==> src/design/tlx_pkg.sv <==
// Shared types, constants and byte-class functions for the text lexer.
// Used by tlx_core, tlx_queue and text_lexer; depends on nothing else.
package tlx_pkg;

    localparam int POSITION_BITS = 16;
    localparam int LEN_BITS      = 16;
    localparam int FIELD_BITS    = 16;
    localparam int QUEUE_DEPTH   = 4;
    localparam int QPTR_BITS     = $clog2(QUEUE_DEPTH);
    localparam int QCNT_BITS     = QPTR_BITS + 1;

    localparam logic [LEN_BITS-1:0] LEN_MAX = {LEN_BITS{1'b1}};

    // Byte codes the lexer looks for
    localparam logic [7:0] CH_NUL    = 8'h00;
    localparam logic [7:0] CH_TAB    = 8'h09;
    localparam logic [7:0] CH_LF     = 8'h0A;
    localparam logic [7:0] CH_CR     = 8'h0D;
    localparam logic [7:0] CH_SPACE  = 8'h20;
    localparam logic [7:0] CH_QUOTE  = 8'h22;
    localparam logic [7:0] CH_LPAREN = 8'h28;
    localparam logic [7:0] CH_RPAREN = 8'h29;
    localparam logic [7:0] CH_STAR   = 8'h2A;
    localparam logic [7:0] CH_DOT    = 8'h2E;
    localparam logic [7:0] CH_SLASH  = 8'h2F;
    localparam logic [7:0] CH_COLON  = 8'h3A;
    localparam logic [7:0] CH_SEMI   = 8'h3B;
    localparam logic [7:0] CH_EQUAL  = 8'h3D;
    localparam logic [7:0] CH_LBRACK = 8'h5B;
    localparam logic [7:0] CH_BSLASH = 8'h5C;
    localparam logic [7:0] CH_RBRACK = 8'h5D;
    localparam logic [7:0] CH_UNDER  = 8'h5F;
    localparam logic [7:0] CH_LBRACE = 8'h7B;
    localparam logic [7:0] CH_RBRACE = 8'h7D;

    typedef enum logic [3:0] {
        MODE_IDLE,
        MODE_SLASH,
        MODE_LINE,
        MODE_BLOCK,
        MODE_STAR,
        MODE_STR,
        MODE_ESC,
        MODE_IDENT,
        MODE_NUM
    } mode_t;

    typedef enum logic [3:0] {
        TOK_EOF,
        TOK_LPAREN,
        TOK_RPAREN,
        TOK_LBRACE,
        TOK_RBRACE,
        TOK_LBRACK,
        TOK_RBRACK,
        TOK_COLON,
        TOK_SEMI,
        TOK_STAR,
        TOK_EQUAL,
        TOK_STRING,
        TOK_IDENT,
        TOK_NUMBER,
        TOK_UNKNOWN
    } tok_kind_t;

    typedef struct packed {
        tok_kind_t              kind;
        logic [FIELD_BITS-1:0]  start;
        logic [FIELD_BITS-1:0]  length;
        logic                   last;
    } token_t;

    // Tokens produced by one accepted byte, in emission order
    typedef struct packed {
        logic [1:0] count;
        token_t     tok0;
        token_t     tok1;
    } push_t;

    typedef struct packed {
        logic [QCNT_BITS-1:0] level;
    } q_status_t;

    function automatic logic is_space(input logic [7:0] c);
        return (c == CH_LF) || (c == CH_TAB) || (c == CH_SPACE) || (c == CH_CR);
    endfunction

    function automatic logic is_alpha(input logic [7:0] c);
        return ((c >= 8'h61) && (c <= 8'h7A)) || ((c >= 8'h41) && (c <= 8'h5A));
    endfunction

    function automatic logic is_digit(input logic [7:0] c);
        return (c >= 8'h30) && (c <= 8'h39);
    endfunction

    function automatic logic is_ident_char(input logic [7:0] c);
        return is_alpha(c) || is_digit(c) || (c == CH_UNDER) || (c == CH_DOT);
    endfunction

    // One-byte symbol kind; TOK_EOF means the byte is no symbol
    function automatic tok_kind_t symbol_kind(input logic [7:0] c);
        tok_kind_t k;
        case (c)
            CH_LPAREN: k = TOK_LPAREN;
            CH_RPAREN: k = TOK_RPAREN;
            CH_LBRACE: k = TOK_LBRACE;
            CH_RBRACE: k = TOK_RBRACE;
            CH_LBRACK: k = TOK_LBRACK;
            CH_RBRACK: k = TOK_RBRACK;
            CH_COLON:  k = TOK_COLON;
            CH_SEMI:   k = TOK_SEMI;
            CH_STAR:   k = TOK_STAR;
            CH_EQUAL:  k = TOK_EQUAL;
            default:   k = TOK_EOF;
        endcase
        return k;
    endfunction

    function automatic logic [LEN_BITS-1:0] sat_inc(input logic [LEN_BITS-1:0] x);
        return (x == LEN_MAX) ? x : x + LEN_BITS'(1);
    endfunction

endpackage

==> src/design/tlx_queue.sv <==
// Result queue for the text lexer: takes up to two tokens per cycle, gives one.
// Depends on tlx_pkg.
module tlx_queue (
    input  logic            clk,
    input  logic            rst_n,
    input  logic            push_en,
    input  tlx_pkg::push_t  push,
    input  logic            pop,
    output tlx_pkg::token_t head,
    output logic            head_valid,
    output logic            room,
    output tlx_pkg::q_status_t status
);
    import tlx_pkg::*;

    token_t                 entry_reg [QUEUE_DEPTH];
    logic [QPTR_BITS-1:0]   wr_ptr_reg, wr_ptr_next;
    logic [QPTR_BITS-1:0]   rd_ptr_reg, rd_ptr_next;
    logic [QCNT_BITS-1:0]   level_reg, level_next;
    logic [QCNT_BITS-1:0]   n_in;
    logic [QPTR_BITS-1:0]   wr_ptr_plus1;

    assign n_in         = push_en ? QCNT_BITS'(push.count) : '0;
    assign wr_ptr_plus1 = wr_ptr_reg + QPTR_BITS'(1);

    // Advance pointers and fill level
    always_comb
    begin
        wr_ptr_next = wr_ptr_reg + QPTR_BITS'(n_in);
        rd_ptr_next = rd_ptr_reg + QPTR_BITS'(pop);
        level_next  = level_reg + n_in - QCNT_BITS'(pop);
    end

    always_ff @(posedge clk or negedge rst_n)
    begin
        if (!rst_n)
        begin
            wr_ptr_reg <= '0;
            rd_ptr_reg <= '0;
            level_reg  <= '0;
        end
        else
        begin
            wr_ptr_reg <= wr_ptr_next;
            rd_ptr_reg <= rd_ptr_next;
            level_reg  <= level_next;
        end
    end

    // Store the new tokens at the tail
    always_ff @(posedge clk)
    begin
        if (n_in != '0)
        begin
            entry_reg[wr_ptr_reg] <= push.tok0;
        end
        if (n_in == QCNT_BITS'(2))
        begin
            entry_reg[wr_ptr_plus1] <= push.tok1;
        end
    end

    assign head         = entry_reg[rd_ptr_reg];
    assign head_valid   = (level_reg != '0);
    assign room         = (level_reg <= QCNT_BITS'(QUEUE_DEPTH - 2));
    assign status.level = level_reg;

endmodule

==> src/design/tlx_core.sv <==
// Lexer state machine: holds mode, offsets and run length, and turns each
// accepted byte into zero, one or two tokens. Depends on tlx_pkg.
module tlx_core (
    input  logic           clk,
    input  logic           rst_n,
    input  logic           accept,
    input  logic [7:0]     char_code,
    output tlx_pkg::push_t push
);
    import tlx_pkg::*;

    mode_t                     mode_reg, mode_next;
    logic [POSITION_BITS-1:0]  pos_reg, pos_next;
    logic [POSITION_BITS-1:0]  begin_reg, begin_next;
    logic                      pending_reg, pending_next;
    logic [LEN_BITS-1:0]       len_reg, len_next;

    logic [LEN_BITS-1:0]       len_g1;
    logic                      run_idle;
    logic                      end_text;
    logic                      tok_a_valid;
    token_t                    tok_a;
    logic                      tok_b_valid;
    token_t                    tok_b;
    tok_kind_t                 sym;

    assign len_g1   = sat_inc(len_reg);
    assign sym      = symbol_kind(char_code);
    assign end_text = run_idle && (char_code == CH_NUL);

    // Decode the first pass: token closed by this byte, and whether the
    // byte falls through to the between-tokens handling
    always_comb
    begin
        run_idle    = 1'b0;
        tok_a_valid = 1'b0;
        tok_a.kind  = TOK_UNKNOWN;
        tok_a.start = FIELD_BITS'(begin_reg);
        tok_a.length = len_reg;
        tok_a.last  = 1'b0;
        case (mode_reg)
            MODE_SLASH:
            begin
                if ((char_code != CH_SLASH) && (char_code != CH_STAR))
                begin
                    tok_a_valid  = 1'b1;
                    tok_a.kind   = TOK_UNKNOWN;
                    tok_a.length = FIELD_BITS'(1);
                    run_idle     = 1'b1;
                end
            end
            MODE_LINE, MODE_BLOCK, MODE_STAR:
            begin
                run_idle = (char_code == CH_NUL);
            end
            MODE_STR:
            begin
                if ((char_code == CH_NUL) || (char_code == CH_QUOTE))
                begin
                    tok_a_valid = 1'b1;
                    tok_a.kind  = TOK_STRING;
                end
                run_idle = (char_code == CH_NUL);
            end
            MODE_ESC:
            begin
                if (char_code == CH_NUL)
                begin
                    tok_a_valid = 1'b1;
                    tok_a.kind  = TOK_STRING;
                    run_idle    = 1'b1;
                end
            end
            MODE_IDENT:
            begin
                if (!is_ident_char(char_code))
                begin
                    tok_a_valid = 1'b1;
                    tok_a.kind  = TOK_IDENT;
                    run_idle    = 1'b1;
                end
            end
            MODE_NUM:
            begin
                if (pending_reg && is_digit(char_code))
                begin
                    tok_a_valid = 1'b1;
                    tok_a.kind  = TOK_NUMBER;
                end
                else if (!is_digit(char_code) && (char_code != CH_DOT)
                         && !is_alpha(char_code))
                begin
                    tok_a_valid  = 1'b1;
                    tok_a.kind   = TOK_NUMBER;
                    tok_a.length = pending_reg ? len_g1 : len_reg;
                    run_idle     = 1'b1;
                end
            end
            default:
            begin
                run_idle = 1'b1;
            end
        endcase
    end

    // Between-tokens handling: tokens that stand on one byte
    always_comb
    begin
        tok_b_valid  = 1'b0;
        tok_b.kind   = TOK_UNKNOWN;
        tok_b.start  = FIELD_BITS'(pos_reg);
        tok_b.length = FIELD_BITS'(1);
        tok_b.last   = 1'b1;
        if (run_idle)
        begin
            if (char_code == CH_NUL)
            begin
                tok_b_valid = 1'b1;
                tok_b.kind  = TOK_EOF;
            end
            else if (is_space(char_code))
            begin
                tok_b_valid = 1'b0;
            end
            else if (sym != TOK_EOF)
            begin
                tok_b_valid = 1'b1;
                tok_b.kind  = sym;
            end
            else if ((char_code != CH_SLASH) && (char_code != CH_QUOTE)
                     && !is_alpha(char_code) && !is_digit(char_code))
            begin
                tok_b_valid = 1'b1;
                tok_b.kind  = TOK_UNKNOWN;
            end
        end
    end

    // Order the tokens and mark the last one of this byte
    always_comb
    begin
        push.count     = 2'(tok_a_valid) + 2'(tok_b_valid);
        push.tok0      = tok_a_valid ? tok_a : tok_b;
        push.tok0.last = !(tok_a_valid && tok_b_valid);
        push.tok1      = tok_b;
    end

    // Next state
    always_comb
    begin
        mode_next    = mode_reg;
        begin_next   = begin_reg;
        pending_next = pending_reg;
        len_next     = len_reg;
        case (mode_reg)
            MODE_SLASH:
            begin
                if (char_code == CH_SLASH)
                begin
                    mode_next = MODE_LINE;
                end
                else if (char_code == CH_STAR)
                begin
                    mode_next = MODE_BLOCK;
                end
            end
            MODE_LINE:
            begin
                if (char_code == CH_LF)
                begin
                    mode_next = MODE_IDLE;
                end
            end
            MODE_BLOCK:
            begin
                if (char_code == CH_STAR)
                begin
                    mode_next = MODE_STAR;
                end
            end
            MODE_STAR:
            begin
                if (char_code == CH_SLASH)
                begin
                    mode_next = MODE_IDLE;
                end
                else if (char_code != CH_STAR)
                begin
                    mode_next = MODE_BLOCK;
                end
            end
            MODE_STR:
            begin
                if (char_code == CH_QUOTE)
                begin
                    mode_next = MODE_IDLE;
                end
                else if (char_code != CH_NUL)
                begin
                    len_next = len_g1;
                    if (char_code == CH_BSLASH)
                    begin
                        mode_next = MODE_ESC;
                    end
                end
            end
            MODE_ESC:
            begin
                if (char_code != CH_NUL)
                begin
                    len_next  = len_g1;
                    mode_next = MODE_STR;
                end
            end
            MODE_IDENT:
            begin
                if (is_ident_char(char_code))
                begin
                    len_next = len_g1;
                end
            end
            MODE_NUM:
            begin
                pending_next = 1'b0;
                if (pending_reg && is_digit(char_code))
                begin
                    // number ends before the letter; identifier starts there
                    mode_next  = MODE_IDENT;
                    begin_next = pos_reg - POSITION_BITS'(1);
                    len_next   = sat_inc(LEN_BITS'(1));
                end
                else
                begin
                    len_next = pending_reg ? len_g1 : len_reg;
                    if (is_digit(char_code) || (char_code == CH_DOT))
                    begin
                        len_next = sat_inc(pending_reg ? len_g1 : len_reg);
                    end
                    else if (is_alpha(char_code))
                    begin
                        pending_next = 1'b1;
                    end
                end
            end
            default:
            begin
                mode_next = MODE_IDLE;
            end
        endcase

        // Start a token between tokens
        if (run_idle)
        begin
            mode_next = MODE_IDLE;
            if (char_code == CH_SLASH)
            begin
                mode_next  = MODE_SLASH;
                begin_next = pos_reg;
            end
            else if (char_code == CH_QUOTE)
            begin
                mode_next  = MODE_STR;
                begin_next = pos_reg + POSITION_BITS'(1);
                len_next   = '0;
            end
            else if (is_alpha(char_code))
            begin
                mode_next  = MODE_IDENT;
                begin_next = pos_reg;
                len_next   = LEN_BITS'(1);
            end
            else if (is_digit(char_code))
            begin
                mode_next    = MODE_NUM;
                begin_next   = pos_reg;
                len_next     = LEN_BITS'(1);
                pending_next = 1'b0;
            end
        end

        // Advance the offset, or start a new text after end of text
        pos_next = pos_reg + POSITION_BITS'(1);
        if (end_text)
        begin
            mode_next    = MODE_IDLE;
            pos_next     = '0;
            begin_next   = '0;
            pending_next = 1'b0;
            len_next     = '0;
        end
    end

    always_ff @(posedge clk or negedge rst_n)
    begin
        if (!rst_n)
        begin
            mode_reg    <= MODE_IDLE;
            pos_reg     <= '0;
            begin_reg   <= '0;
            pending_reg <= 1'b0;
            len_reg     <= '0;
        end
        else if (accept)
        begin
            mode_reg    <= mode_next;
            pos_reg     <= pos_next;
            begin_reg   <= begin_next;
            pending_reg <= pending_next;
            len_reg     <= len_next;
        end
    end

endmodule

==> src/design/text_lexer.sv <==
// Top level of the streaming text lexer: byte stream in, token stream out.
// Depends on tlx_pkg, tlx_core and tlx_queue.
//
//  channel   | dir | tdata fields (low bit up)               | tlast
//  s_*       | in  | char_code[7:0]                           | -
//  m_*       | out | token_type, token_start, token_length    | run_last
//
// One byte is taken per cycle while the queue has room for two tokens; each
// byte yields zero to two tokens, which leave one per cycle while m_tready is
// high, from a four-entry token queue. Input stalls only when the output side
// falls behind. Tokens are registered in the queue and leave in order.
// Reset puts the lexer between tokens at offset 0 and empties the queue.
module text_lexer (
    input  logic        clk,
    input  logic        rst_n,
    input  logic        s_tvalid,
    output logic        s_tready,
    input  logic [7:0]  s_tdata,   // char_code[7:0]
    output logic        m_tvalid,
    input  logic        m_tready,
    output logic [39:0] m_tdata,   // token_type[3:0], token_start[19:4],
                                   // token_length[35:20], zeros[39:36]
    output logic        m_tlast    // run_last
);
    import tlx_pkg::*;

    logic      in_accept;
    logic      out_accept;
    push_t     push;
    token_t    head;
    logic      head_valid;
    logic      room;
    q_status_t q_status;

    assign s_tready   = room;
    assign in_accept  = s_tvalid && room;
    assign out_accept = head_valid && m_tready;

    tlx_core u_core (
        .clk       (clk),
        .rst_n     (rst_n),
        .accept    (in_accept),
        .char_code (s_tdata),
        .push      (push)
    );

    tlx_queue u_queue (
        .clk        (clk),
        .rst_n      (rst_n),
        .push_en    (in_accept),
        .push       (push),
        .pop        (out_accept),
        .head       (head),
        .head_valid (head_valid),
        .room       (room),
        .status     (q_status)
    );

    // Pack the head token onto the output bus
    assign m_tvalid = head_valid;
    assign m_tdata  = {4'b0000, head.length, head.start, head.kind};
    assign m_tlast  = head.last;

`ifndef SYNTHESIS
    a_level_bound: assert property (@(posedge clk) disable iff (!rst_n)
        q_status.level <= QCNT_BITS'(QUEUE_DEPTH))
        else $error("token queue overfilled");

    a_ready_room: assert property (@(posedge clk) disable iff (!rst_n)
        s_tready |-> (q_status.level <= QCNT_BITS'(QUEUE_DEPTH - 2)))
        else $error("byte taken without room for two tokens");

    a_eof_queued: assert property (@(posedge clk) disable iff (!rst_n)
        (s_tvalid && s_tready && (s_tdata == CH_NUL)) |=> m_tvalid)
        else $error("end of text gave no token");

    a_valid_level: assert property (@(posedge clk) disable iff (!rst_n)
        m_tvalid == (q_status.level != '0))
        else $error("output valid disagrees with queue level");
`endif

endmodule

==> config.mk <==
export PLATFORM = sky130hd
export DESIGN_NAME = text_lexer
export DESIGN_NICKNAME = d
export VERILOG_FILES = /design/src/design/tlx_pkg.sv /design/src/design/tlx_queue.sv /design/src/design/tlx_core.sv /design/src/design/text_lexer.sv
export SDC_FILE = /design/constraint.sdc
export NUM_CORES = 1
export LEC_CHECK = 0
export ABC_AREA = 1
export BUFFER_PORTS_ARGS = -buffer_cell sky130_fd_sc_hd__buf_2
export CORE_MARGIN = 2
export CORE_UTILIZATION = 55
export CTS_BUF_LIST = sky130_fd_sc_hd__clkbuf_16
export CTS_CLUSTER_DIAMETER = 50
export CTS_CLUSTER_SIZE = 25
export DETAILED_ROUTE_END_ITERATION = 10
export GPL_ROUTABILITY_DRIVEN = 0
export PLACE_DENSITY = 0.72
export SYNTH_ARGS = -nofsm -noshare
export SYNTH_HDL_FRONTEND = slang
export SYNTH_SLANG_ARGS = --single-unit
==> constraint.sdc <==
create_clock -name clk -period 9.88 [get_ports clk]
set_clock_uncertainty 0.2 [all_clocks]
set_input_delay 1.976 -clock clk [delete_from_list [all_inputs] [get_ports clk]]
set_output_delay 1.976 -clock clk [all_outputs]
set_load 0.005 [all_outputs]
Word level (Yosys, flattened, before mapping)
Memory sizes are Yosys's and may differ from the RTL's.
Cells that the tools add are included.
Widths: inputs -> output; s select.
{ "totals": {"out_inout_bits": 43, "inputBits": 12, "mem_bits_rw": 148, "wordCells": 189, "register_bits": 60, "mem_count": 1} }
{ "memory_table": {"columns": ["name", "words", "width", "rd", "rd_clocked_by_memory_dff", "wr", "line_no", "text"], "rows": [
  ["u_queue.entry_reg", 4, 37, 1, 0, 2, "tlx_queue.sv:16", "token_t entry_reg [QUEUE_DEPTH];"]
]} }
{ "classes": {"reduce_logical": 33, "n_lt_le_gt_ge": 7, "addsub": 10, "n_eq_ne": 43, "mux": 87} }
{ "ops": {"columns": ["operator", "n"], "rows": [
  ["$mux 16", 26],
  ["$mux 4", 22],
  ["$eq 8x6->1 const B", 10],
  ["$pmux 16 s4", 1],
  ["$add 16x1->16 const B", 3],
  ["$eq 8x7->1 const B", 6],
  ["$pmux 4 s10", 1],
  ["$mux 37", 1],
  ["$eq 16x16->1 const B", 2],
  ["$ne 8x6->1 const B", 4],
  ["$pmux 16 s2", 1],
  ["$pmux 4 s8", 1],
  ["$mux 1", 26],
  ["$eq 8x4->1 const B", 3],
  ["$ne 5x1->1 const B", 4],
  ["$eq 4x3->1 const B", 4],
  ["$ge 8x7->1 const B", 2],
  ["$le 8x7->1 const B", 2],
  ["$ne 4x1->1 const B", 4],
  ["$pmux 4 s4", 1],
  ["$sub 16x1->16 const B", 1],
  ["$logic_and 1x1->1", 14],
  ["$pmux 1 s5", 2],
  ["$reduce_and 10->1", 1],
  ["other kinds (23)", 38]
]} }

Logic depth before layout (Yosys ltp)
Gate-level depths: netlist (run 1).
{ "depth": {"ltp_word": 16, "depth_mapped": 24, "mapped_depth_nobuf": 22} }

Cells and area by module
A second synthesis (run 1) with hierarchy kept.
{ "unflattened": {"cells_unflattened": 2107, "area_unflattened_um2": 14771.7} }
{ "modules_own_cells": {"columns": ["mod", "seq_area_each_um2", "area_per_inst_um2", "cells_each", "instances"], "rows": [
  ["tlx_queue", 4619.4, 8523.2, 1055, 1],
  ["tlx_core", 1326.3, 6199.7, 1043, 1],
  ["text_lexer", 0.0, 48.8, 9, 1]
]} }

Least setup slack after synthesis (run 1)
OpenSTA, ideal clock, no wires.
{ "synth_path": {"kind": "input to register", "startpoint": "in s_tdata[7]", "endpoint": "mem u_queue.entry_reg[0][10] in the netlist's numbering", "setup_time_ns": 0.074, "cell_stages": 23, "t_required_ns": 9.606, "setup_slack_ns": 4.271, "arrival_ns": 5.335, "path_buffers": 3, "cell_sequence": "nor2_4 -> inv_2 -> nor3_4 -> inv_2 -> nor2_4 -> inv_2 -> nand2_1 -> nor2_1 -> inv_2 -> nand4_2 -> nor2_4 -> buf_4 -> buf_2 -> nor4_1 -> ha_1 -> o21ai_0 -> inv_1 -> nand2_1 -> nand2_1 -> inv_1 -> clkbuf_1 -> nand2_1 -> o21ai_0"} }
{ "synth_lines": {"columns": ["element", "line_no", "text"], "rows": [
  ["start: declaration", "text_lexer.sv:18", "input logic [7:0] s_tdata,"],
  ["end: declaration", "tlx_queue.sv:16", null]
]} }

==> flow_summary_export.csv, run 1 <==
group,metric,value,unit
status,status,"complete, no violations",
floorplan,dieArea,24700,µm²
timing,maxSlewViolCount,0,
drt,ant_nets,0,
worst_hold_path,holdCritStartpoint,"u_queue.entry_reg[2][2]",
synthesis,syn_inst,1760,
grt,grt_overflow,0,
clocking,cts_setup_buffers,0,
floorplan,die_w,157,µm
worst_setup_path,critPathKind,"primary input to register",
final_layout,multi_input_area,6670,µm²
floorplan,coreArea,23300,µm²
timing,fin_crit_sh,67.7,%
placement,dp_hpwl,24.4,mm
synthesis,yosysSeqAreaShare,40.7,%
final_layout,postLayoutCellArea,14200,µm²
timing,rsz0062_at_grt,"no",
synthesis,yosys-top-cells-area,"edfxtp_1 (19%), nand2_1 (12%), dfrtp_1 (12%), dfxtp_1 (11%), o21ai_0 (8.9%)",
drt,drtIter0Drc,1577,
placement,placed_cell_area,13200,µm²
synthesis,ys.flop_type,"edfxtp_1",
final_layout,nFillCells,2115,
power,powerDensity,312,nW/µm²
synthesis,synth_most_common_cell,"nand2_1",
drt,vias,12600,
grt,grt_pass1_wl,60.0,mm
timing,setup_tns,0,ns
synthesis,synth.ff_latch_count,208,
clocking,clk_latency,0.54,ns
floorplan,die_h,157,µm
clocking,cts-root-buf,"clkbuf_16",
worst_setup_path,rr_startpoint,"u_core.mode_reg[0]",
clocking,clk_pin_slew,0.07,ns
timing,max_freq,0.149,GHz
synthesis,synth_cell_types,55,
worst_setup_path,start_kind,"primary input",
drt,wirelength,37.5,mm
final_layout,num-nets-final,1774,
drt,firstDrtPassIters,9,
timing,setup-violations-final,0,
synthesis,synth_common_cells,"nand2_1 (420), o21ai_0 (231), nor2_1 (182)",
synthesis,avgSynthCellArea,7.34,µm²
power,peakVddDrop,0.186,mV
synthesis,synth-async-reset-ratio,28.8,%
clocking,postCtsResizedCells,0,
final_layout,largest_reg_flops,148,
worst_hold_path,hp-class,"register to register",
synthesis,synth_top_area_share,18.6,%
worst_setup_path,critPathRequiredTime,10.11,ns
placement,portBuffers,50,
timing,tightest_slew,1.17,ns
synthesis,synth_edf_count,80,
timing,relSlewSlack,21.9,%
clocking,ctsHoldBuffers,0,
grt,grt_max_degree,76,
grt,antenna_found_initial,0,
power,p_leak,5.77,nW
worst_setup_path,endpoint_kind,"register",
timing,min_period,6.69,ns
clocking,ctsHtreeMaxLevel,1,
timing,hold_viol,0,
final_layout,layout-drive-gt1-share,11.4,%
grt,grt_pass1_vias,11300,
clocking,cts-buffers-inserted,26,
job,max-cap-violations,0,
floorplan,ios,55,
worst_setup_path,arrival,6.93,ns
synthesis,synth_area,12900,µm²
grt,grt_usage,30.3,%
floorplan,rows,56,
drt,wire_per_inst,17.9,µm
clocking,cts_buffer_depth,3,
drt,drc,0,
synthesis,yosysTopAreaCell,"edfxtp_1",
floorplan,start_util,55.5,%
clocking,clock_sinks,208,
final_layout,syn2layout_area_growth,9.75,%
synthesis,ys.warnings.count,0,
final_layout,n_antenna_cell,0,
timing,fin_hold_ws,0.254,ns
clocking,cts_tree,"built",
worst_setup_path,cp_max_fo,38,
drt,viasPerCell,6.02,
final_layout,seq_area,5270,µm²
worst_setup_path,crit_path_start,"s_tdata[7]",
final_layout,post-route-util,61.0,%
-- area by class of cell --
type / instances / share of cell area, %
Clock buffer: 28 / 4.94
Clock inverter: 20 / 1.90
Inverter: 138 / 3.69
Multi-Input combinational cell: 1313 / 47.0
Sequential cell: 208 / 37.1
Tap cell: 319 / 2.81
Timing Repair Buffer: 64 / 2.51
-- per-layer routing --
metal	GRT usage (%)	part of all wire, %	wire [µm]
met1	43.8	43	16000
met2	46.9	44	16400
met3	5.09	11	4140
met4	8.53	2.5	922
met5	0	0	0
-- placed cells by master (no fill, tap or decap), types with 8 or more instances in the layout --
cell       count
nor3_1        16
dfrtp_1       59
dfxtp_1       68
clkbuf_16     28
o21ai_2       18
a21oi_2       10
nand4_1       20
ha_1          10
inv_1        114
buf_2         50
xor2_1        28
buf_4         14
o21ai_1        8
nand2_1      420
clkinv_1      11
a221oi_1      13
nand3_1       82
o21ai_0      231
edfxtp_1      80
nand2_2       10
a21oi_1       50
o211ai_1       8
nor2_1       182
inv_2         12
o22ai_1      136
nor2_2         8
-- stage by stage --
step	worst slack [ns]	power, mW	std cells
finish	3.19	4.42	2090
floorplan	4.27	2.78	1763
CTS	3.31	4.38	2090
global placement	2.93	3.30	2042
detailed placement	2.75	3.34	2042
global route	2.75	4.73	2090
-- power breakdown --
group	internal (mW)	leakage (nW)	total, mW	switching, mW
Clock	0.562	0.471	1.04	0.477
Sequential	1.11	2.07	1.31	0.200
Combinational	0.657	3.23	2.08	1.42
Total	2.32	5.77	4.42	2.10
-- logic make-up (layout without fill, tap and decap cells) --
kind of cell,count (synthesis),in the layout,synth area share [%]
mux,3,3,0.261
flops,208,208,40.7
buf+inv,242,250,7.82
compound gates,489,489,22.0
fa+ha+maj,11,11,1.12
other cells,1,4,0.0290
simple gates,771,771,25.7
xor+xnor,35,35,2.37
-- worst max-delay path, cell delays in order --
cell and delay, ns:
buf_2 0.12, nor2_4 0.15, inv_2 0.08, nor3_4 0.18
nand3_1 0.67, inv_1 0.71, nand2_1 0.10, nand2_1 0.10
inv_2 0.05, nand3_1 0.12, nor3_4 0.05, buf_4 0.28
inv_4 0.21, ha_1 0.26, nand2_1 0.15, nor2_1 0.23
nand2_1 0.56, nand2_1 0.29, inv_1 0.30, a22o_1 0.32
-- worst paths after layout --
| path | end | slack [ns] | depth (start not counted) |
|---|---|---|---|
| min in group asynchronous | u_queue.status[1] | 1.40 | 2 |
| max in group asynchronous | u_queue.rd_ptr_reg[0] | 7.52 | 2 |
| worst min-delay path | u_queue.entry_reg[2][2] | 0.25 | 2 |
| worst min register to register | u_queue.entry_reg[2][2] | 0.25 | 2 |
| worst max register to register | u_queue.entry_reg[3][15] | 4.73 | 16 |
| worst max-delay path | u_queue.entry_reg[3][16] | 3.19 | 20 |
No activity file was read; power rests on OpenSTA's default activity.
==> run 2, diff against run 1 <==
Settings changed: PLACE_DENSITY 0.72 to 0.75.
Clock period 9.88 ns to 6.1 ns, I/O delays scaled along.
==> run 2 against run 1 <==
Net effect:
- worst setup slack lost 2.2 ns
- sequential cell count is the same
- final area shrank 0.23%
==> flow_summary_export.csv, run 2 (synthesized netlist as in run 1, its figures left out) <==
group,metric,value,unit
grt,grt_use_met2,45.0,%
power,peakVddDrop,0.250,mV
drt,firstDrtPassIters,6,
floorplan,coreArea,23300,µm²
job,max-cap-violations,0,
final_layout,final_cell_mix,"nand2_1 (420), o21ai_0 (231), nor2_1 (182)",
drt,vias,12800,
worst_setup_path,arrival,5.36,ns
timing,hold_viol,0,
clocking,clock_sinks,208,
timing,setup-violations-final,0,
timing,max_freq,0.195,GHz
drt,drtIter0Drc,1834,
clocking,clk_pin_slew,0.07,ns
timing,tightest_slew,1.17,ns
power,p_leak,5.76,nW
final_layout,syn2layout_area_growth,9.50,%
final_layout,layout-drive-gt1-share,11.7,%
placement,dp_hpwl,24.8,mm
status,status,"complete, no violations",
floorplan,start_util,55.5,%
grt,met1_usage,44.4,%
floorplan,ios,55,
floorplan,dieArea,24700,µm²
final_layout,num-nets-final,1780,
grt,grt_use_met3,4.74,%
grt,grt_overflow,0,
final_layout,fin_cells,2094,
worst_setup_path,critPathKind,"primary input to register",
grt,grt_busiest_layer,"met2",
final_layout,final_common_cell,"nand2_1",
floorplan,die_h,157,µm
clocking,cts_tree,"built",
clocking,ctsHtreeMaxLevel,1,
final_layout,n_antenna_cell,0,
power,totalPowerFinal,7.04,mW
final_layout,largest_reg_flops,148,
clocking,cts_setup_buffers,0,
grt,grt_usage,30.0,%
worst_setup_path,cp_max_fo,23,
timing,setup_tns,0,ns
timing,rsz0062_at_grt,"no",
placement,portBuffers,50,
drt,viasPerCell,6.11,
placement,place_inst,2050,
clocking,clk_latency,0.52,ns
clocking,ctsHoldBuffers,0,
timing,fin_crit_sh,84.3,%
grt,antenna_found_initial,0,
clocking,cts-buffers-inserted,24,
clocking,postCtsResizedCells,0,
clocking,cts_buffer_depth,3,
timing,worst_slack,0.959,ns
worst_setup_path,endpoint_kind,"register",
timing,min_period,5.14,ns
placement,dp_slack,0.539,ns
timing,maxSlewViolCount,0,
power,powerDensity,497,nW/µm²
worst_setup_path,critPathRequiredTime,6.31,ns
timing,relSlewSlack,22.1,%
worst_setup_path,start_kind,"primary input",
floorplan,die_w,157,µm
grt,grt_pass1_vias,11500,
drt,wire_per_inst,17.9,µm
worst_hold_path,hp-class,"register to register",
clocking,cts-root-buf,"clkbuf_16",
floorplan,rows,56,
grt,grt_max_degree,77,
grt,grt_pass1_wl,59.7,mm
drt,ant_nets,0,
drt,drc,0,
drt,wirelength,37.4,mm
[run 2: changes by cell type in the layout (fill, tap and decap cells not counted)]
cell / delta
buf_4: +8
clkinv_8: -1
clkbuf_16: -2
clkinv_4: -1
inv_6: -1
inv_1: -1
inv_8: +2
inv_4: +2
inv_16: -2
[run 2: layout make-up]
cell class | count | area (µm²)
Fill cell | 2117 | 9110
Multi-Input combinational cell | 1313 | 6670
Sequential cell | 208 | 5270
Clock buffer | 26 | 651
Inverter | 138 | 523
Timing Repair Buffer | 72 | 415
Tap cell | 319 | 399
Clock inverter | 18 | 226
[run 2: per-stage QoR]
step / hold slack [ns] / util (%) / area [µm²]
after floorplan: 0.223 / - / 12900
after global placement: 0.233 / 57.1 / 13300
after detailed placement: 0.240 / 57.1 / 13300
after CTS: 0.259 / 60.8 / 14100
after global routing: 0.274 / 60.8 / 14100
final: 0.255 / 60.8 / 14100
[run 2: worst paths after layout]
kind / from / slack (ns) / end / cells after the start
max in group asynchronous: rst_n / 4.46 / u_core.pos_reg[1] / 2
worst min register to register: u_queue.entry_reg[2][13] / 0.25 / u_queue.entry_reg[2][13] / 2
worst max-delay path: s_tdata[7] / 0.96 / u_queue.entry_reg[0][16] / 21
min in group asynchronous: rst_n / 0.65 / u_core.len_reg[9] / 2
worst min-delay path: u_queue.entry_reg[2][13] / 0.25 / u_queue.entry_reg[2][13] / 2
worst max register to register: u_core.mode_reg[0] / 1.47 / u_queue.entry_reg[0][16] / 17
[run 2: routing by layer]
metal  vias up  wire (µm)
li1       6029          -
met1      5910      15800
met2       756      16600
met3        89       4210
met4         0        776
met5         -          0
[run 2: worst max-delay path: stages]
cell,delay [ns]
buf_2,0.12
nor2_4,0.15
inv_2,0.07
nor3_4,0.17
nand3_1,0.38
inv_1,0.57
nand2_1,0.11
nand2_1,0.11
inv_2,0.04
nand3_1,0.12
nor3_4,0.06
inv_4,0.18
ha_1,0.26
nand2_1,0.15
nor2_1,0.22
nand2_1,0.07
buf_4,0.22
nand2_1,0.09
buf_4,0.32
inv_1,0.36
a22o_1,0.33
[run 2: power breakdown]
part	total, mW	switching (mW)	internal [mW]	leakage, nW
combinational	3.37	2.30	1.07	3.26
clock	1.55	0.707	0.838	0.427
sequential	2.12	0.327	1.79	2.07
total	7.04	3.33	3.70	5.76
